<file path="config.mk">
export PLATFORM = sky130hd
export DESIGN_NAME = xml_entity_decoder_core_flat
export DESIGN_NICKNAME = d
export VERILOG_FILES = /design/src/rtl/core/xed_pkg.sv /design/src/rtl/core/xed_if.sv /design/src/rtl/core/xml_entity_decoder_core.sv /design/src/rtl/core/xed_dp.sv /design/src/rtl/core/xed_ctrl.sv /design/src/flat_wrapper.sv
export SDC_FILE = /design/constraint.sdc
export NUM_CORES = 1
export LEC_CHECK = 0
export BUFFER_PORTS_ARGS = -buffer_cell sky130_fd_sc_hd__clkbuf_2
export CAP_MARGIN = 20
export CORE_ASPECT_RATIO = 0.5
export CORE_MARGIN = 1.5
export CORE_UTILIZATION = 45
export CTS_CLUSTER_DIAMETER = 40
export DETAILED_ROUTE_END_ITERATION = 6
export HOLD_SLACK_MARGIN = 0.08
export PLACE_DENSITY_LB_ADDON = 0.2
export REMOVE_ABC_BUFFERS = 1
export SYNTH_ARGS = -nofsm -noshare
export SYNTH_HDL_FRONTEND = slang
export SYNTH_SLANG_ARGS = --single-unit
</file>
<file path="constraint.sdc">
create_clock -name i_clk -period 4.48 [get_ports i_clk]
set_clock_uncertainty 0.15 [all_clocks]
set_input_delay 0 -clock i_clk [delete_from_list [all_inputs] [get_ports i_clk]]
set_output_delay 0 -clock i_clk [all_outputs]
set_load 0.01 [all_outputs]
</file>
<file path="src/rtl/core/xed_pkg.sv">
`timescale 1ns / 1ps

package xed_pkg;

    // Characters the decoder acts on
    localparam logic [7:0] CH_AMP  = 8'h26;  // '&'
    localparam logic [7:0] CH_SEMI = 8'h3B;  // ';'
    localparam logic [7:0] CH_LT   = 8'h3C;  // '<'
    localparam logic [7:0] CH_GT   = 8'h3E;  // '>'
    localparam logic [7:0] CH_QUOT = 8'h22;  // '"'
    localparam logic [7:0] CH_APOS = 8'h27;  // '\''

    // Letters used in the predefined entity names
    localparam logic [7:0] CH_A = 8'h61;
    localparam logic [7:0] CH_G = 8'h67;
    localparam logic [7:0] CH_L = 8'h6C;
    localparam logic [7:0] CH_M = 8'h6D;
    localparam logic [7:0] CH_O = 8'h6F;
    localparam logic [7:0] CH_P = 8'h70;
    localparam logic [7:0] CH_Q = 8'h71;
    localparam logic [7:0] CH_S = 8'h73;
    localparam logic [7:0] CH_T = 8'h74;
    localparam logic [7:0] CH_U = 8'h75;

    // Source of an emitted byte
    typedef enum logic [2:0] {
        EMIT_BYTE,   // captured input byte
        EMIT_HELD,   // held name byte at the read cursor
        EMIT_REPL,   // replacement character of a matched entity
        EMIT_AMP,    // literal '&'
        EMIT_SEMI    // literal ';'
    } t_emit_sel;

    // Commands from the controller to the datapath
    typedef struct packed {
        logic      load;      // capture the accepted input transaction
        logic      emit;      // push a byte into the pending slot
        t_emit_sel emit_sel;
        logic      wr_held;   // write held[cnt]
        logic      wr_sel;    // 0: input byte, 1: held[idx]
        logic      cnt_inc;
        logic      cnt_clr;
        logic      ref_set;
        logic      ref_clr;
        logic      idx_inc;
        logic      idx_clr;
        logic      finish;    // close the step: pending byte goes out as last
    } t_dp_cmd;

    // Status from the datapath to the controller
    typedef struct packed {
        logic in_ref;
        logic end_flag;
        logic byte_amp;
        logic byte_semi;
        logic cnt_full;
        logic idx_at_cnt;
        logic idx_last;
        logic held_amp;
        logic match;
        logic pend_v;
        logic can_emit;
    } t_dp_status;

    typedef struct packed {
        logic       hit;
        logic [7:0] repl;
    } t_ent_hit;

    // Predefined entity lookup on the first four held bytes and the name length
    function automatic t_ent_hit ent_lookup(
        input logic [7:0] b0,
        input logic [7:0] b1,
        input logic [7:0] b2,
        input logic [7:0] b3,
        input logic [3:0] len
    );
        t_ent_hit r;
        r.hit  = 1'b0;
        r.repl = CH_AMP;
        if (len == 4'd3 && b0 == CH_A && b1 == CH_M && b2 == CH_P) begin
            r.hit  = 1'b1;
            r.repl = CH_AMP;
        end else if (len == 4'd2 && b0 == CH_L && b1 == CH_T) begin
            r.hit  = 1'b1;
            r.repl = CH_LT;
        end else if (len == 4'd2 && b0 == CH_G && b1 == CH_T) begin
            r.hit  = 1'b1;
            r.repl = CH_GT;
        end else if (len == 4'd4 && b0 == CH_Q && b1 == CH_U && b2 == CH_O && b3 == CH_T) begin
            r.hit  = 1'b1;
            r.repl = CH_QUOT;
        end else if (len == 4'd4 && b0 == CH_A && b1 == CH_P && b2 == CH_O && b3 == CH_S) begin
            r.hit  = 1'b1;
            r.repl = CH_APOS;
        end
        return r;
    endfunction

endpackage

</file>
<file path="src/rtl/core/xed_if.sv">
`timescale 1ns / 1ps

// Input text channel
interface xed_in_if;
    logic       valid;
    logic       ready;
    logic [7:0] text_byte;
    logic       end_of_text;

    modport source (output valid, output text_byte, output end_of_text, input ready);
    modport sink   (input valid, input text_byte, input end_of_text, output ready);
endinterface

// Decoded byte channel
interface xed_out_if;
    logic       valid;
    logic       ready;
    logic [7:0] out_byte;
    logic       run_last;
    logic       text_done;

    modport source (output valid, output out_byte, output run_last, output text_done,
                    input ready);
    modport sink   (input valid, input out_byte, input run_last, input text_done,
                    output ready);
endinterface

</file>
<file path="src/rtl/core/xml_entity_decoder_core.sv">
`timescale 1ns / 1ps

// XML predefined entity decoder.
// i_text (sink) takes one text byte per transaction with an end_of_text flag.
// o_res (source) gives decoded bytes; run_last marks the final byte caused by
// an input transaction, text_done the final byte of a text. An input may
// cause no output at all (bytes held inside a reference).
// Bytes following '&' are held in a WINDOW-entry register file until ';'.
// Known names (amp, lt, gt, quot, apos) turn into one character, unknown ones
// come out verbatim with '&' and ';'. A full window or end of text releases
// '&' and the held bytes; after a full window they are replayed and may open
// a new reference, at end of text they come out verbatim. The controller
// steps one byte at a time through a single datapath and takes no new input
// until it is done with the last one.
// A plain byte or matched entity waits in the pending slot and goes to o_res
// when the transaction closes; other bytes wait in the pending slot until the
// next is made.
// Reset clears the controller, the reference state and the output register.
// A stalled receiver holds the output register; the controller waits until
// it can move its pending byte on, and takes no input meanwhile.
module xml_entity_decoder_core
    import xed_pkg::*;
#(
    parameter int WINDOW = 8
) (
    input  logic       i_clk,
    input  logic       i_rst_n,
    xed_in_if.sink     i_text,
    xed_out_if.source  o_res
);

    t_dp_cmd    cmd;
    t_dp_status status;

    xed_ctrl u_ctrl (
        .i_clk    (i_clk),
        .i_rst_n  (i_rst_n),
        .i_valid  (i_text.valid),
        .o_ready  (i_text.ready),
        .i_status (status),
        .o_cmd    (cmd)
    );

    xed_dp #(
        .WINDOW (WINDOW)
    ) u_dp (
        .i_clk         (i_clk),
        .i_rst_n       (i_rst_n),
        .i_text_byte   (i_text.text_byte),
        .i_end_of_text (i_text.end_of_text),
        .i_cmd         (cmd),
        .o_status      (status),
        .o_res         (o_res)
    );

endmodule

</file>
<file path="src/rtl/core/xed_dp.sv">
`timescale 1ns / 1ps

module xed_dp
    import xed_pkg::*;
#(
    parameter int WINDOW = 8
) (
    input  logic         i_clk,
    input  logic         i_rst_n,
    input  logic [7:0]   i_text_byte,
    input  logic         i_end_of_text,
    input  t_dp_cmd      i_cmd,
    output t_dp_status   o_status,
    xed_out_if.source    o_res
);

    localparam int IW = $clog2(WINDOW);

    // Held name bytes, no reset
    logic [7:0]    r_held [WINDOW];
    logic [IW-1:0] r_cnt;
    logic [IW-1:0] r_idx;
    logic          r_in_ref;

    // Captured input transaction
    logic [7:0]    r_byte;
    logic          r_end;

    // One-deep pending slot, so the last byte of a step can be flagged
    logic          r_pend_v;
    logic [7:0]    r_pend;

    // Output register
    logic          r_out_v;
    logic [7:0]    r_out_byte;
    logic          r_out_last;
    logic          r_out_done;

    logic [7:0]    held_rd;
    logic [7:0]    emit_byte;
    logic [7:0]    wr_byte;
    logic          out_free;
    logic          push;
    t_ent_hit      ent;

    assign held_rd  = r_held[r_idx];
    assign out_free = !r_out_v || o_res.ready;
    assign push     = r_pend_v && (i_cmd.emit || i_cmd.finish);
    assign ent      = ent_lookup(r_held[0], r_held[1], r_held[2], r_held[3], 4'(r_cnt));
    assign wr_byte  = i_cmd.wr_sel ? held_rd : r_byte;

    // Byte selection for the pending slot
    always_comb begin
        case (i_cmd.emit_sel)
            EMIT_BYTE: emit_byte = r_byte;
            EMIT_HELD: emit_byte = held_rd;
            EMIT_REPL: emit_byte = ent.repl;
            EMIT_AMP:  emit_byte = CH_AMP;
            EMIT_SEMI: emit_byte = CH_SEMI;
            default:   emit_byte = CH_AMP;
        endcase
    end

    // Status towards the controller
    always_comb begin
        o_status.in_ref     = r_in_ref;
        o_status.end_flag   = r_end;
        o_status.byte_amp   = (r_byte == CH_AMP);
        o_status.byte_semi  = (r_byte == CH_SEMI);
        o_status.cnt_full   = (r_cnt == IW'(WINDOW - 1));
        o_status.idx_at_cnt = (r_idx == r_cnt);
        o_status.idx_last   = (r_idx == IW'(WINDOW - 1));
        o_status.held_amp   = (held_rd == CH_AMP);
        o_status.match      = ent.hit;
        o_status.pend_v     = r_pend_v;
        o_status.can_emit   = !r_pend_v || out_free;
    end

    // Control state
    always_ff @(posedge i_clk) begin
        if (!i_rst_n) begin
            r_in_ref <= 1'b0;
            r_cnt    <= '0;
            r_idx    <= '0;
            r_pend_v <= 1'b0;
            r_out_v  <= 1'b0;
        end else begin
            if (i_cmd.ref_set) begin
                r_in_ref <= 1'b1;
            end else if (i_cmd.ref_clr) begin
                r_in_ref <= 1'b0;
            end
            if (i_cmd.cnt_clr) begin
                r_cnt <= '0;
            end else if (i_cmd.cnt_inc) begin
                r_cnt <= r_cnt + 1'b1;
            end
            if (i_cmd.idx_clr) begin
                r_idx <= '0;
            end else if (i_cmd.idx_inc) begin
                r_idx <= r_idx + 1'b1;
            end
            if (i_cmd.emit) begin
                r_pend_v <= 1'b1;
            end else if (i_cmd.finish) begin
                r_pend_v <= 1'b0;
            end
            if (push) begin
                r_out_v <= 1'b1;
            end else if (o_res.ready) begin
                r_out_v <= 1'b0;
            end
        end
    end

    // Payload registers
    always_ff @(posedge i_clk) begin
        if (i_cmd.load) begin
            r_byte <= i_text_byte;
            r_end  <= i_end_of_text;
        end
        if (i_cmd.wr_held) begin
            r_held[r_cnt] <= wr_byte;
        end
        if (i_cmd.emit) begin
            r_pend <= emit_byte;
        end
        if (push) begin
            r_out_byte <= r_pend;
            r_out_last <= i_cmd.finish;
            r_out_done <= i_cmd.finish && r_end;
        end
    end

    assign o_res.valid     = r_out_v;
    assign o_res.out_byte  = r_out_byte;
    assign o_res.run_last  = r_out_last;
    assign o_res.text_done = r_out_done;

endmodule

</file>
<file path="src/rtl/core/xed_ctrl.sv">
`timescale 1ns / 1ps

module xed_ctrl
    import xed_pkg::*;
(
    input  logic        i_clk,
    input  logic        i_rst_n,
    input  logic        i_valid,
    output logic        o_ready,
    input  t_dp_status  i_status,
    output t_dp_cmd     o_cmd
);

    localparam logic [2:0] S_IDLE   = 3'd0;
    localparam logic [2:0] S_FEED   = 3'd1;
    localparam logic [2:0] S_REPLAY = 3'd2;
    localparam logic [2:0] S_VERB   = 3'd3;
    localparam logic [2:0] S_SEMI   = 3'd4;
    localparam logic [2:0] S_END    = 3'd5;
    localparam logic [2:0] S_FLUSH  = 3'd6;
    localparam logic [2:0] S_LAST   = 3'd7;

    logic [2:0] r_state;
    logic [2:0] n_state;

    always_ff @(posedge i_clk) begin
        if (!i_rst_n) begin
            r_state <= S_IDLE;
        end else begin
            r_state <= n_state;
        end
    end

    // Next state and datapath commands
    always_comb begin
        n_state  = r_state;
        o_ready  = 1'b0;
        o_cmd    = '0;
        o_cmd.emit_sel = EMIT_BYTE;
        case (r_state)
            S_IDLE: begin
                o_ready    = 1'b1;
                o_cmd.load = i_valid;
                if (i_valid) begin
                    n_state = S_FEED;
                end
            end
            // Top-level handling of the captured byte
            S_FEED: begin
                if (!i_status.in_ref) begin
                    if (i_status.byte_amp) begin
                        o_cmd.ref_set = 1'b1;
                        o_cmd.cnt_clr = 1'b1;
                        n_state       = S_END;
                    end else if (i_status.can_emit) begin
                        o_cmd.emit = 1'b1;
                        n_state    = S_END;
                    end
                end else if (i_status.byte_semi) begin
                    if (i_status.can_emit) begin
                        o_cmd.emit = 1'b1;
                        if (i_status.match) begin
                            o_cmd.emit_sel = EMIT_REPL;
                            o_cmd.ref_clr  = 1'b1;
                            o_cmd.cnt_clr  = 1'b1;
                            n_state        = S_END;
                        end else begin
                            o_cmd.emit_sel = EMIT_AMP;
                            o_cmd.idx_clr  = 1'b1;
                            n_state        = S_VERB;
                        end
                    end
                end else if (!i_status.cnt_full) begin
                    o_cmd.wr_held = 1'b1;
                    o_cmd.cnt_inc = 1'b1;
                    n_state       = S_END;
                end else if (i_status.can_emit) begin
                    // window full: store the byte as the last entry, then replay
                    o_cmd.wr_held  = 1'b1;
                    o_cmd.emit     = 1'b1;
                    o_cmd.emit_sel = EMIT_AMP;
                    o_cmd.ref_clr  = 1'b1;
                    o_cmd.cnt_clr  = 1'b1;
                    o_cmd.idx_clr  = 1'b1;
                    n_state        = S_REPLAY;
                end
            end
            // Replay held bytes through the decoder, compacting after a new '&'
            S_REPLAY: begin
                if (i_status.in_ref) begin
                    o_cmd.wr_held = 1'b1;
                    o_cmd.wr_sel  = 1'b1;
                    o_cmd.cnt_inc = 1'b1;
                    o_cmd.idx_inc = !i_status.idx_last;
                    if (i_status.idx_last) begin
                        n_state = S_END;
                    end
                end else if (i_status.held_amp) begin
                    o_cmd.ref_set = 1'b1;
                    o_cmd.cnt_clr = 1'b1;
                    o_cmd.idx_inc = !i_status.idx_last;
                    if (i_status.idx_last) begin
                        n_state = S_END;
                    end
                end else if (i_status.can_emit) begin
                    o_cmd.emit     = 1'b1;
                    o_cmd.emit_sel = EMIT_HELD;
                    o_cmd.idx_inc  = !i_status.idx_last;
                    if (i_status.idx_last) begin
                        n_state = S_END;
                    end
                end
            end
            // Unknown name: held bytes verbatim, then ';'
            S_VERB: begin
                if (i_status.idx_at_cnt) begin
                    n_state = S_SEMI;
                end else if (i_status.can_emit) begin
                    o_cmd.emit     = 1'b1;
                    o_cmd.emit_sel = EMIT_HELD;
                    o_cmd.idx_inc  = 1'b1;
                end
            end
            S_SEMI: begin
                if (i_status.can_emit) begin
                    o_cmd.emit     = 1'b1;
                    o_cmd.emit_sel = EMIT_SEMI;
                    o_cmd.ref_clr  = 1'b1;
                    o_cmd.cnt_clr  = 1'b1;
                    n_state        = S_END;
                end
            end
            // End of text with an open reference flushes it
            S_END: begin
                if (i_status.end_flag && i_status.in_ref) begin
                    if (i_status.can_emit) begin
                        o_cmd.emit     = 1'b1;
                        o_cmd.emit_sel = EMIT_AMP;
                        o_cmd.idx_clr  = 1'b1;
                        n_state        = S_FLUSH;
                    end
                end else begin
                    n_state = S_LAST;
                end
            end
            S_FLUSH: begin
                if (i_status.idx_at_cnt) begin
                    o_cmd.ref_clr = 1'b1;
                    o_cmd.cnt_clr = 1'b1;
                    n_state       = S_LAST;
                end else if (i_status.can_emit) begin
                    o_cmd.emit     = 1'b1;
                    o_cmd.emit_sel = EMIT_HELD;
                    o_cmd.idx_inc  = 1'b1;
                end
            end
            // Release the pending byte flagged as last of the transaction
            S_LAST: begin
                if (!i_status.pend_v || i_status.can_emit) begin
                    o_cmd.finish = 1'b1;
                    n_state      = S_IDLE;
                end
            end
            default: begin
                n_state = S_IDLE;
            end
        endcase
    end

endmodule
</file>
<file path="src/flat_wrapper.sv">
// flat-port wrapper written by rule: the top's interface ports become plain ports
module xml_entity_decoder_core_flat import xed_pkg::*;
#(
    parameter int WINDOW = 8
)
  (i_clk, i_rst_n, i_text_valid, i_text_text_byte, i_text_end_of_text, i_text_ready, o_res_valid, o_res_out_byte, o_res_run_last, o_res_text_done, o_res_ready);
  xed_in_if i_text_i ();
  xed_out_if o_res_i ();
  input  logic i_clk;
  input  logic i_rst_n;
  input wire logic [$bits(i_text_i.valid)-1:0] i_text_valid;
  input wire logic [$bits(i_text_i.text_byte)-1:0] i_text_text_byte;
  input wire logic [$bits(i_text_i.end_of_text)-1:0] i_text_end_of_text;
  output wire logic [$bits(i_text_i.ready)-1:0] i_text_ready;
  output wire logic [$bits(o_res_i.valid)-1:0] o_res_valid;
  output wire logic [$bits(o_res_i.out_byte)-1:0] o_res_out_byte;
  output wire logic [$bits(o_res_i.run_last)-1:0] o_res_run_last;
  output wire logic [$bits(o_res_i.text_done)-1:0] o_res_text_done;
  input wire logic [$bits(o_res_i.ready)-1:0] o_res_ready;
  assign i_text_i.valid = i_text_valid;
  assign i_text_i.text_byte = i_text_text_byte;
  assign i_text_i.end_of_text = i_text_end_of_text;
  assign i_text_ready = i_text_i.ready;
  assign o_res_valid = o_res_i.valid;
  assign o_res_out_byte = o_res_i.out_byte;
  assign o_res_run_last = o_res_i.run_last;
  assign o_res_text_done = o_res_i.text_done;
  assign o_res_i.ready = o_res_ready;
  xml_entity_decoder_core #(.WINDOW(WINDOW)) u_core (.i_clk(i_clk), .i_rst_n(i_rst_n), .i_text(i_text_i), .o_res(o_res_i));
endmodule
</file>
==> impl_metrics.csv <==
group,metric,value,unit
job,max-cap-violations,0,
routing,route.detailed.drc,0,
routing,routed_wire_length_per_instance,20.39,µm
routing,first_iter_violations,359,
clocking,cts.path.max_buffers,2,
critical_path,count_of_cells_along_the_worst_register_to_register_path,9,
placed_design,numPlacedInstances,501,
clocking,cts.htree.levels,3,
critical_path,cp_slowest_stage_delay,0.88,ns
synth,yosysTopAreaCell,"sky130_fd_sc_hd__edfxtp_1",
clocking,worst_setup_hold_path_clk_slew,0.07,ns
sta,rsz0062_at_grt,"no",
grt,first_global_vias,3017,
synth,synth_warnings,0,
floorplan,core.rowCount,26,
synth,synth_top_area_frac,0.5702,
clocking,cts_made_buffers,9,
floorplan,pin_count,25,
synth,synth_async_sr_flop_share,0,
floorplan,effective_utilization_at_floorplan,0.4662,
critical_path,critical_path.slowest_cell,"sky130_fd_sc_hd__dfxtp_1",
floorplan,fp.dieArea,11320,µm²
synth,syn-instance-count,347,
placed_design,place_congestion,0.9452,
pwr,power_per_cell_area,402.9,nW/µm²
critical_path,cp_num_buf_inv,2,
sta,finalHoldViolCount,0,
synth,yosys.cell_types.count,54,
sta,fmax,250.4,MHz
synth,ys_ff_latch,106,
hold_path,holdPathEnd,"u_core.u_ctrl.r_state[2]$_SDFFE_PN0P_",
sta,finalWorstPathRequiredPeriod,3.994,ns
hold_path,worstHoldPathCells,6,
critical_path,start_kind,"register",
sta,worst-slew-pin-transition,0.9395,ns
critical_path,critPathCaptureType,"register",
critical_path,worstPathCellList,"buf_4 > mux4_2 > mux2i_1 > nand4b_1 > o21ai_0 > and4_1 > a21boi_0 > o21a_1 > dlygate4sd3_1",
routing,total_wire_length_after_detailed_routing,10.77,mm
routing,top_signal_layer_used,"met4",
sta,share_of_the_clock_period_used_by_the_worst_path,0.8916,
clocking,cts_resized,0,
placed_design,io_buffers,24,
critical_path,worst_ep_required_time,4.56,ns
routing,route.vias.total,3108,
critical_path,cp_max_fo,13,
sta,setup_tns,0,ns
sta,setup_violations,0,
synth,edff_count_synth,91,
finish,final_layout_size_suffix_gt1_frac,0.1572,
grt,grt_max_degree,19,
routing,drt-met1-wl,4.900,mm
synth,synth_top_cells_by_area,"sky130_fd_sc_hd__edfxtp_1 (57%), sky130_fd_sc_hd__mux4_2 (7.5%), sky130_fd_sc_hd__dfxtp_1 (6.3%), sky130_fd_sc_hd__mux2i_1 (2.7%), sky130_fd_sc_hd__nor2_1 (2.7%)",
sta,report.final.slew_viol_count,0,
synth,syn_std_cell_area,4792,µm²
routing,route.met2.wl,4.900,mm
grt,global_route_usage_sum,0.2047,
clocking,insertion_delay,0.35,ns
critical_path,timing.rr.end,"u_core.u_dp.o_res.valid$_SDFFE_PN0P_",
finish,syn_to_final_growth,13.84,%
critical_path,regToRegSetupSlack,0.49,ns
critical_path,path_delay_family,"flip-flops",
critical_path,critical_path_depth,9,
synth,seq_area_frac_synth,0.6329,
critical_path,timing.critical_path.arrival,4.08,ns
floorplan,core,10280,µm²
pwr,power.total,2.198,mW
run_status,outcome,"finished, final reports clean",
floorplan,die_w,148.9,µm
hold_path,worst_hold_startpoint,"i_text_valid",
synth,avgSynthCellArea,13.81,µm²
clocking,clock-sinks,106,
routing,via_per_inst,5.886,
floorplan,chipHeight,75.97,µm
routing,drt.antenna.violating_nets,0,
routing,drt-pass1-iter-count,4,
pwr,max-vdd-ir-drop,0.2504,mV
critical_path,path_class,"register to register",
finish,final_nets,403,
hold_path,hold_class,"primary input to register",
finish,post_route_insts_no_fill,528,
grt,grt_overflow,0,
sta,slew_headroom,0.3714,
pwr,leakagePower,1.871,nW
placed_design,post-dp-hpwl,7.779,mm
clocking,cts_root_buf,"sky130_fd_sc_hd__clkbuf_16",
grt,grt_first_pass_wirelength,17.15,mm
synth,postSynth.topFlopCell,"sky130_fd_sc_hd__edfxtp_1",
finish,antennaDiodeCount,0,
clocking,tritoncts,"done",
grt,antenna_found_initial,0,
routing,routed-wl-met3,763,µm
[layer usage]
layer	vias up	track usage
met5	-	0
met4	0	0.06931
met3	18	0.06108
met2	130	0.3065
met1	1533	0.2862
li1	1427	-
[synth_stat cells (5+ instances only)]
| library cell | number |
|---|---|
| sky130_fd_sc_hd__edfxtp_1 | 91 |
| sky130_fd_sc_hd__nor2_1 | 34 |
| sky130_fd_sc_hd__nand2_1 | 28 |
| sky130_fd_sc_hd__a21oi_1 | 20 |
| sky130_fd_sc_hd__mux4_2 | 16 |
| sky130_fd_sc_hd__dfxtp_1 | 15 |
| sky130_fd_sc_hd__mux2i_1 | 13 |
| sky130_fd_sc_hd__inv_1 | 10 |
| sky130_fd_sc_hd__clkbuf_1 | 9 |
| sky130_fd_sc_hd__o21ai_0 | 9 |
| sky130_fd_sc_hd__ha_1 | 7 |
| sky130_fd_sc_hd__nor3_1 | 7 |
| sky130_fd_sc_hd__nor2b_1 | 6 |
| sky130_fd_sc_hd__nor4bb_1 | 6 |
| sky130_fd_sc_hd__and4b_1 | 5 |
| sky130_fd_sc_hd__nand3_1 | 5 |
| sky130_fd_sc_hd__o211ai_1 | 5 |
| sky130_fd_sc_hd__xor2_1 | 5 |
[worst reg2reg max path, delay by kind of cell (launching register included)]
family	cells	cell delay, ns
compound gates	3	0.68
buf+inv	2	0.84
flops	1	0.88
mux	2	0.82
simple gates	2	0.52
[layout by cell type (no fill, tap or decap), drive strengths merged, types with 3 or more instances in the layout]
| cell | netlist | final |
|---|---|---|
| a21oi | 20 | 20 |
| and2 | 4 | 4 |
| and4b | 5 | 5 |
| buf | 4 | 3 |
| clkbuf | 9 | 33 |
| clkinv | 0 | 3 |
| dfxtp | 15 | 15 |
| dlygate4sd3 | 0 | 11 |
| edfxtp | 91 | 91 |
| ha | 7 | 7 |
| inv | 10 | 13 |
| mux2i | 13 | 13 |
| mux4 | 16 | 16 |
| nand2 | 28 | 28 |
| nand3 | 5 | 5 |
| nand4 | 4 | 4 |
| nand4b | 4 | 4 |
| nor2 | 35 | 35 |
| nor2b | 6 | 6 |
| nor3 | 7 | 7 |
| nor4bb | 6 | 6 |
| o211ai | 5 | 5 |
| o21ai | 9 | 9 |
| o22ai | 3 | 3 |
| or3 | 3 | 3 |
| xor2 | 5 | 5 |
[registers in the layout, summed over array words and instances (netlist names), 3 cells and up, named ones only]
name                        count
u_core.u_ctrl.r_state           3
u_core.u_dp.o_res.out_byte      8
u_core.u_dp.r_byte              8
u_core.u_dp.r_cnt               3
u_core.u_dp.r_held             64
u_core.u_dp.r_idx               3
u_core.u_dp.r_pend              8
[where the power goes]
part	total [mW]	internal, mW	switching (mW)
clock	0.789	0.438	0.351
combinational	0.206	0.0808	0.125
sequential	1.20	1.16	0.0417
[layout make-up]
| type | instances | area [µm²] |
|---|---|---|
| timing repair buffer | 38 | 252.7 |
| sequential | 106 | 3033 |
| inverter | 10 | 37.54 |
| multi-input combinational | 218 | 1657 |
| clock inverter | 7 | 75.07 |
| tap | 140 | 175.2 |
| fill | 859 | 4825 |
| clock buffer | 9 | 225.2 |
[cells by family (layout without fill, tap and decap cells)]
logic type,Yosys count,count (layout),synth area share
simple gates,119,119,0.1355
flops,106,106,0.6329
compound gates,57,57,0.07860
mux,29,29,0.1023
buf+inv,23,64,0.02141
fa+ha+maj,7,7,0.01828
xor+xnor,6,6,0.01097
[metrics by stage]
step	setup WS [ns]	hold slack [ns]	util	cell area, µm²
global route	0.1529	0.1280	0.5307	5455
CTS	0.5100	0.09302	0.5307	5455
detailed placement	0.6673	0.02908	0.4908	5045
floorplan	1.045	-0.05113	-	4727
global placement	0.7823	0.02909	0.4908	5045
finish	0.4858	0.1130	0.5307	5455
[worst max-delay path by stage]
stage	startpoint	to	slack [ns]
6_report	register	u_core.u_dp.o_res.valid$_SDFFE_PN0P_	0.49
5_1_grt	register	u_core.u_dp.o_res.valid$_SDFFE_PN0P_	0.15
4_1_cts	register	u_core.u_dp.o_res.valid$_SDFFE_PN0P_	0.51
3_5_place_dp	register	u_core.u_dp.o_res.out_byte[4]$_DFFE_PP_	0.67
3_3_place_gp	register	u_core.u_dp.o_res.out_byte[6]$_DFFE_PP_	0.78
2_1_floorplan	register	u_core.u_dp.o_res.out_byte[0]$_DFFE_PP_	1.04
[timing repair]
| item | CTS | global route |
|---|---|---|
| hold buffers | 11 | 0 |
| buffers inserted | 0 | 0 |
| endpoints found under the hold margin | 24 | 0 |
(Power assumes the default switching activity.)
